**src/rtl/brsc_pkg.sv**
```systemverilog
// Package for the barometer raw sample compensation block.
// Word width, pipeline depths, calibration register codes and arithmetic helpers.
// No dependencies.
package brsc_pkg;

    localparam int WORD_W  = 32;
    localparam int DIV_STG = WORD_W;              // one quotient bit per divider stage
    localparam int LAT     = 1 + 3 + DIV_STG + 10 + DIV_STG + 6 + 1;

    // calibration register indexes
    localparam logic [2:0] REG_AC1_AC2 = 3'd0;
    localparam logic [2:0] REG_AC3_AC4 = 3'd1;
    localparam logic [2:0] REG_AC5_AC6 = 3'd2;
    localparam logic [2:0] REG_B1_B2   = 3'd3;
    localparam logic [2:0] REG_MC_MD   = 3'd4;
    localparam logic [2:0] REG_OSS     = 3'd5;

    localparam logic [WORD_W-1:0] K_B6_OFS  = WORD_W'(4000);
    localparam logic [WORD_W-1:0] K_B4_OFS  = WORD_W'(32768);
    localparam logic [WORD_W-1:0] K_B7_SCL  = WORD_W'(50000);
    localparam logic [WORD_W-1:0] K_P_SQ    = WORD_W'(3038);
    localparam logic [WORD_W-1:0] K_P_LIN   = -WORD_W'(7357);
    localparam logic [WORD_W-1:0] K_P_OFS   = WORD_W'(3791);

    typedef logic [WORD_W-1:0] t_word;

    // payload carried down the pipeline; each stage fills in or overwrites some of its fields
    typedef struct packed {
        logic [15:0] ut;
        t_word       up;
        t_word       m1;
        t_word       x1;
        t_word       den;
        t_word       nmag;
        t_word       dmag;
        logic        neg;
        logic        dz;
        t_word       b5;
        t_word       tv;
        t_word       b6;
        t_word       sq;
        t_word       a2;
        t_word       a3;
        t_word       xa;
        t_word       xc;
        t_word       x3;
        t_word       x3b;
        t_word       b3;
        t_word       b4;
        t_word       dd;
        t_word       b7;
        logic        big;
        logic        bz;
        t_word       p;
        t_word       ps;
        t_word       pm;
        t_word       psq;
        t_word       x2p;
        t_word       x1m;
        t_word       s;
        t_word       pf;
    } t_ctx;

    // low word of a product (wrapping multiply)
    function automatic t_word mul_lo(input t_word a, input t_word b);
        logic [2*WORD_W-1:0] t;
        t = {{WORD_W{1'b0}}, a} * {{WORD_W{1'b0}}, b};
        return t[WORD_W-1:0];
    endfunction

    function automatic t_word asr(input t_word a, input int unsigned n);
        return t_word'($signed(a) >>> n);
    endfunction

    function automatic t_word sx16(input logic [15:0] v);
        return {{(WORD_W-16){v[15]}}, v};
    endfunction

    function automatic t_word zx16(input logic [15:0] v);
        return {{(WORD_W-16){1'b0}}, v};
    endfunction

endpackage

```
**src/rtl/brsc_div.sv**
```systemverilog
// Pipelined unsigned restoring divider, one quotient bit per stage.
// Depends on brsc_pkg. Every stage is registered and advances only while i_en is high.
module brsc_div
    import brsc_pkg::*;
(
    input  logic  i_clk,
    input  logic  i_en,
    input  t_word i_dividend,
    input  t_word i_divisor,
    output t_word o_quotient
);

    t_word r_rem [DIV_STG];
    t_word r_num [DIV_STG];
    t_word r_quo [DIV_STG];
    t_word r_dvs [DIV_STG];

    genvar g;
    generate
        for (g = 0; g < DIV_STG; g++) begin : g_stg
            t_word            rem_in, num_in, quo_in, dvs_in;
            logic [WORD_W:0]  trial;
            t_word            n_rem, n_quo;

            if (g == 0) begin : g_first
                assign rem_in = '0;
                assign num_in = i_dividend;
                assign quo_in = '0;
                assign dvs_in = i_divisor;
            end else begin : g_next
                assign rem_in = r_rem[g-1];
                assign num_in = r_num[g-1];
                assign quo_in = r_quo[g-1];
                assign dvs_in = r_dvs[g-1];
            end

            // shift in next dividend bit, subtract when it fits
            always_comb begin
                trial = {rem_in, num_in[WORD_W-1]};
                if (trial >= {1'b0, dvs_in}) begin
                    n_rem = WORD_W'(trial - {1'b0, dvs_in});
                    n_quo = {quo_in[WORD_W-2:0], 1'b1};
                end else begin
                    n_rem = trial[WORD_W-1:0];
                    n_quo = {quo_in[WORD_W-2:0], 1'b0};
                end
            end

            always_ff @(posedge i_clk) begin
                if (i_en) begin
                    r_rem[g] <= n_rem;
                    r_num[g] <= {num_in[WORD_W-2:0], 1'b0};
                    r_quo[g] <= n_quo;
                    r_dvs[g] <= dvs_in;
                end
            end
        end
    endgenerate

    assign o_quotient = r_quo[DIV_STG-1];

endmodule

```
**config.mk**
```make
export PLATFORM = sky130hd
export DESIGN_NAME = brsc_div
export DESIGN_NICKNAME = d
export VERILOG_FILES = /design/src/rtl/brsc_pkg.sv /design/src/rtl/brsc_div.sv
export SDC_FILE = /design/constraint.sdc
export NUM_CORES = 2
export LEC_CHECK = 0
export BUFFER_PORTS_ARGS = -buffer_cell sky130_fd_sc_hd__buf_4
export CAP_MARGIN = 10
export CELL_PAD_IN_SITES_DETAIL_PLACEMENT = 1
export CELL_PAD_IN_SITES_GLOBAL_PLACEMENT = 2
export CORE_MARGIN = 5
export CORE_UTILIZATION = 47
export CTS_CLUSTER_SIZE = 25
export DETAILED_ROUTE_END_ITERATION = 7
export GPL_ROUTABILITY_DRIVEN = 0
export PLACE_DENSITY = 0.94
export SLEW_MARGIN = 20
export SYNTH_ARGS = -nofsm -noshare
export SYNTH_HDL_FRONTEND = slang
export SYNTH_SLANG_ARGS = --single-unit
```
**constraint.sdc**
```tcl
create_clock -name i_clk -period 5.6 [get_ports i_clk]
set_clock_uncertainty 0.1 [all_clocks]
set_input_delay 0.28 -clock i_clk [delete_from_list [all_inputs] [get_ports i_clk]]
set_output_delay 0.28 -clock i_clk [all_outputs]
set_load 0.05 [all_outputs]
```
==> impl_results.md <==
- Critical Path End Type: flip-flop
- Syn. warnings: 0
- Lkg Pwr: 68.05 nW
- Synth-to-Final Area Change: 11.87%
- # resized after CTS: 0
- Most frequent cells in the layout: edfxtp_1, inv_1, ha_1, a21oi_1, nand2_1
- Drt via density: 5.757
- Setup TNS: 0 ns
- Grt ovf: 0
- CTS root buf: clkbuf_16
- Final ANT Viol Nets: 0
- Combinational power share: 0.429
- Endpoints failing setup: 0
- Hpwl dp: 285000 um
- CTS Hold Bufs: 127
- Final worst path period need: 5.215 ns
- Avg Inst Size Synth: 12.34 sq um
- Top FF cell, synth: edfxtp_1
- Most Frequent Cell on Critical Path: o21ai_0
- EDFF count, synth: 3008
- DP Cell Count: 16599
- Slowest stage delay, CP: 1.04 ns
- Starting Density: 0.4709
- Ys async rst share: 0
- Via count: 99750
- DRC Markers: 0
- Vias in the first global route: 107015
- Register area share after synthesis: 0.5930
- Slew @ Worst Pin: 1.118 ns
- Drt initial violations: 6747
- Post-Route Utilization: 0.5268
- CP Cell Sequence: ha_1 -> fa_1 -> nand2b_1 -> a21boi_0 -> o21ai_0 -> a2111oi_0 -> nor4_1 -> o41ai_1 -> a31oi_1 -> o31ai_1 -> a21oi_1 -> xor2_1 -> o21ai_0
- Gate Count Post-Synth: 12341
- Cell Pwr Density: 589.5 nW/um^2
- Cell area after synthesis: 152300 sq um
- H-tree depth reported by CTS: 5
- Final period utilization: 0.9313
- Critical path type: reg2reg
- CTS Buf Count: 328
- RSZ-0062 raised after global routing: false
- Worst EP arrival: 5.73 ns
- Cell row count: 209
- CTS tree: yes
- Internal power: 62.57 mW
- Clk Latency, worst-skew pair: 0.94 ns
- Critical Path RT: 6.12 ns
- Clock sink count: 3008
- Die height: 579.3 um
- Final Hold Fails: 0
- Max rail drop VDD: 0.3755 mV
- Commonest non-fill, non-tap cell in the layout: edfxtp_1
- Detailed Route WL: 395600 um
- Worst path slowest cell: o41ai_1
- P_sw: 37.89 mW
- Layout cell share with drive strength beyond 1: 0.09063
- Status: completed
- NumNets Final: 13822
- Switching share of power: 0.3772
- Port Buf Inserts: 97
- Initial antenna violation count: 4
- I/O Pins: 98
- Slew margin rel.: 0.2449
- Drt pass-1 iters: 5
- First-pass GRT wire length: 613400 um
- Worst-path fanout max: 3
- Synth Register Bits: 3008
- MaxCap Viol Count: 0
- All-Layer GR Usage: 0.2299
- Post-Layout Cell Count: 17326
- Part of the power in registers: 0.359
- Die area: 335600 sq um
- Peak Freq: 191.7 MHz
- Core area: 323500 sq um
- Horiz. Die Dim: 579.3 um
- Avg WL per Cell: 22.83 um
- Fin. max-slew vios: 0
- Mapped Nets: 13431
- Final Power: 100.5 mW
- Clk slew on worst S/H paths: 0.06 ns
- Setup crit start kind: flip-flop
- Clock power frac: 0.212
- Worst Hold Class: in2reg
- Post-CTS setup buffer count: 0
- Clock tree buffer depth: 4
- Largest net degree at the start of global routing: 189
- Distinct cells, synth: 93
[sequential cells by signal, summed over array words and instances (netlist names)]
| register | cells |
|---|---|
| r_num | 496 |
| r_dvs | 992 |
| r_quo | 528 |
| r_rem | 992 |
[final timing paths]
check | end | slack [ns] | from | cells after the start
max reg2reg | r_rem[0][188]$_DFFE_PP_ | 0.38 | r_dvs[4][0]$_DFFE_PP_ | 13
min | r_dvs[0][1]$_DFFE_PP_ | 0.24 | i_divisor[1] | 2
max | r_rem[0][188]$_DFFE_PP_ | 0.38 | r_dvs[4][0]$_DFFE_PP_ | 13
min reg2reg | r_num[0][131]$_DFFE_PP_ | 0.30 | r_num[0][99]$_DFFE_PP_ | 0
[critical path, delay by kind of cell (launching register included)]
family                     cells  cell delay, ns
adders and majority gates      2            0.69
DFF                            1            0.43
and+or+nand+nor                2            0.35
AOI/OAI and AO/OA              8            3.19
xor gates and xnor gates       1            0.15
[stage by stage]
stage / hold WS [ns] / setup WS (ns) / cell area, sq um
after floorplan: 0.2789 / 1.910 / 152300
after global placement: 0.3004 / 0.7986 / 158600
after detailed placement: 0.3051 / 0.5766 / 158700
after CTS: 0.1135 / 0.5440 / 170400
after global routing: 0.2043 / 0.2555 / 170400
final: 0.2448 / 0.3847 / 170400
[layer usage]
metal / global-route usage / vias to the layer above / routed length (um) / share of wire
met5: 0 / - / 0 / 0
met4: 0.1128 / 0 / 21500 / 0.054
met3: 0.02599 / 1033 / 15860 / 0.040
met2: 0.4142 / 2476 / 201700 / 0.51
met1: 0.2730 / 49990 / 156500 / 0.40
li1: - / 46251 / - / -
[synthesized netlist by cell type (20+ instances only)]
library cell  count  area share
nor4_1           42      0.0017
nand2b_1        119      0.0049
mux2i_1          37      0.0024
o31ai_1          65      0.0032
xor2_1          368       0.021
mux2_2          429       0.032
nor3_1          122      0.0040
o21bai_1        133      0.0066
o211ai_1         35      0.0017
and3_1           75      0.0031
inv_1          1225       0.030
nor2_1          566       0.014
fa_1             30      0.0039
a21oi_1         986       0.032
nor3b_1          24      0.0012
ha_1            994       0.082
a211oi_1         69      0.0034
a21o_1          531       0.026
nand4_1         159      0.0065
nand2_1         847       0.021
and4_1           22      0.0013
o31a_1           22      0.0013
buf_2            41      0.0013
or3_1            23     0.00094
nand3_1         154      0.0051
nor2b_1         145      0.0060
a211o_1          24      0.0014
o21ai_0         737       0.024
o21a_1          115      0.0057
or2_2            25      0.0010
clkbuf_1        198      0.0049
xnor2_1         460       0.026
a31oi_1         104      0.0043
a21boi_0         57      0.0028
a31o_2           20      0.0011
and2_1           37      0.0015
edfxtp_1       3008        0.59
[cells by family after synthesis]
| kind of cell | count (synthesis) | share of synthesized area |
|---|---|---|
| flops | 3008 | 0.5930 |
| compound gates | 3122 | 0.1277 |
| mux | 473 | 0.03466 |
| xor+xnor | 828 | 0.04761 |
| buf+inv | 1483 | 0.03718 |
| simple gates | 2403 | 0.07432 |
| fa+ha+maj | 1024 | 0.08559 |
[area by class of cell]
cell class / instances / area (sq um)
fillers: 32946 / 153100
flip-flops and latches: 3008 / 90330
multi-input cells: 7850 / 56560
clock buffers: 388 / 8454
well taps: 4325 / 5411
inverters: 1225 / 4598
repair buffers: 319 / 3060
clock inverters: 208 / 1988
diodes: 3 / 7.507
[power groups by stage]
stage / Clock, mW / Sequential [mW] / Combinational, mW
after floorplan: 0 / 34.2 / 31.3
after global placement: 0 / 36.3 / 39.5
after CTS: 21.8 / 36.0 / 42.7
after detailed placement: 0 / 36.4 / 41.8
after global routing: 22.9 / 36.3 / 47.0
final: 21.3 / 36.0 / 43.1
Note: power is estimated with default switching activity, not from simulation.
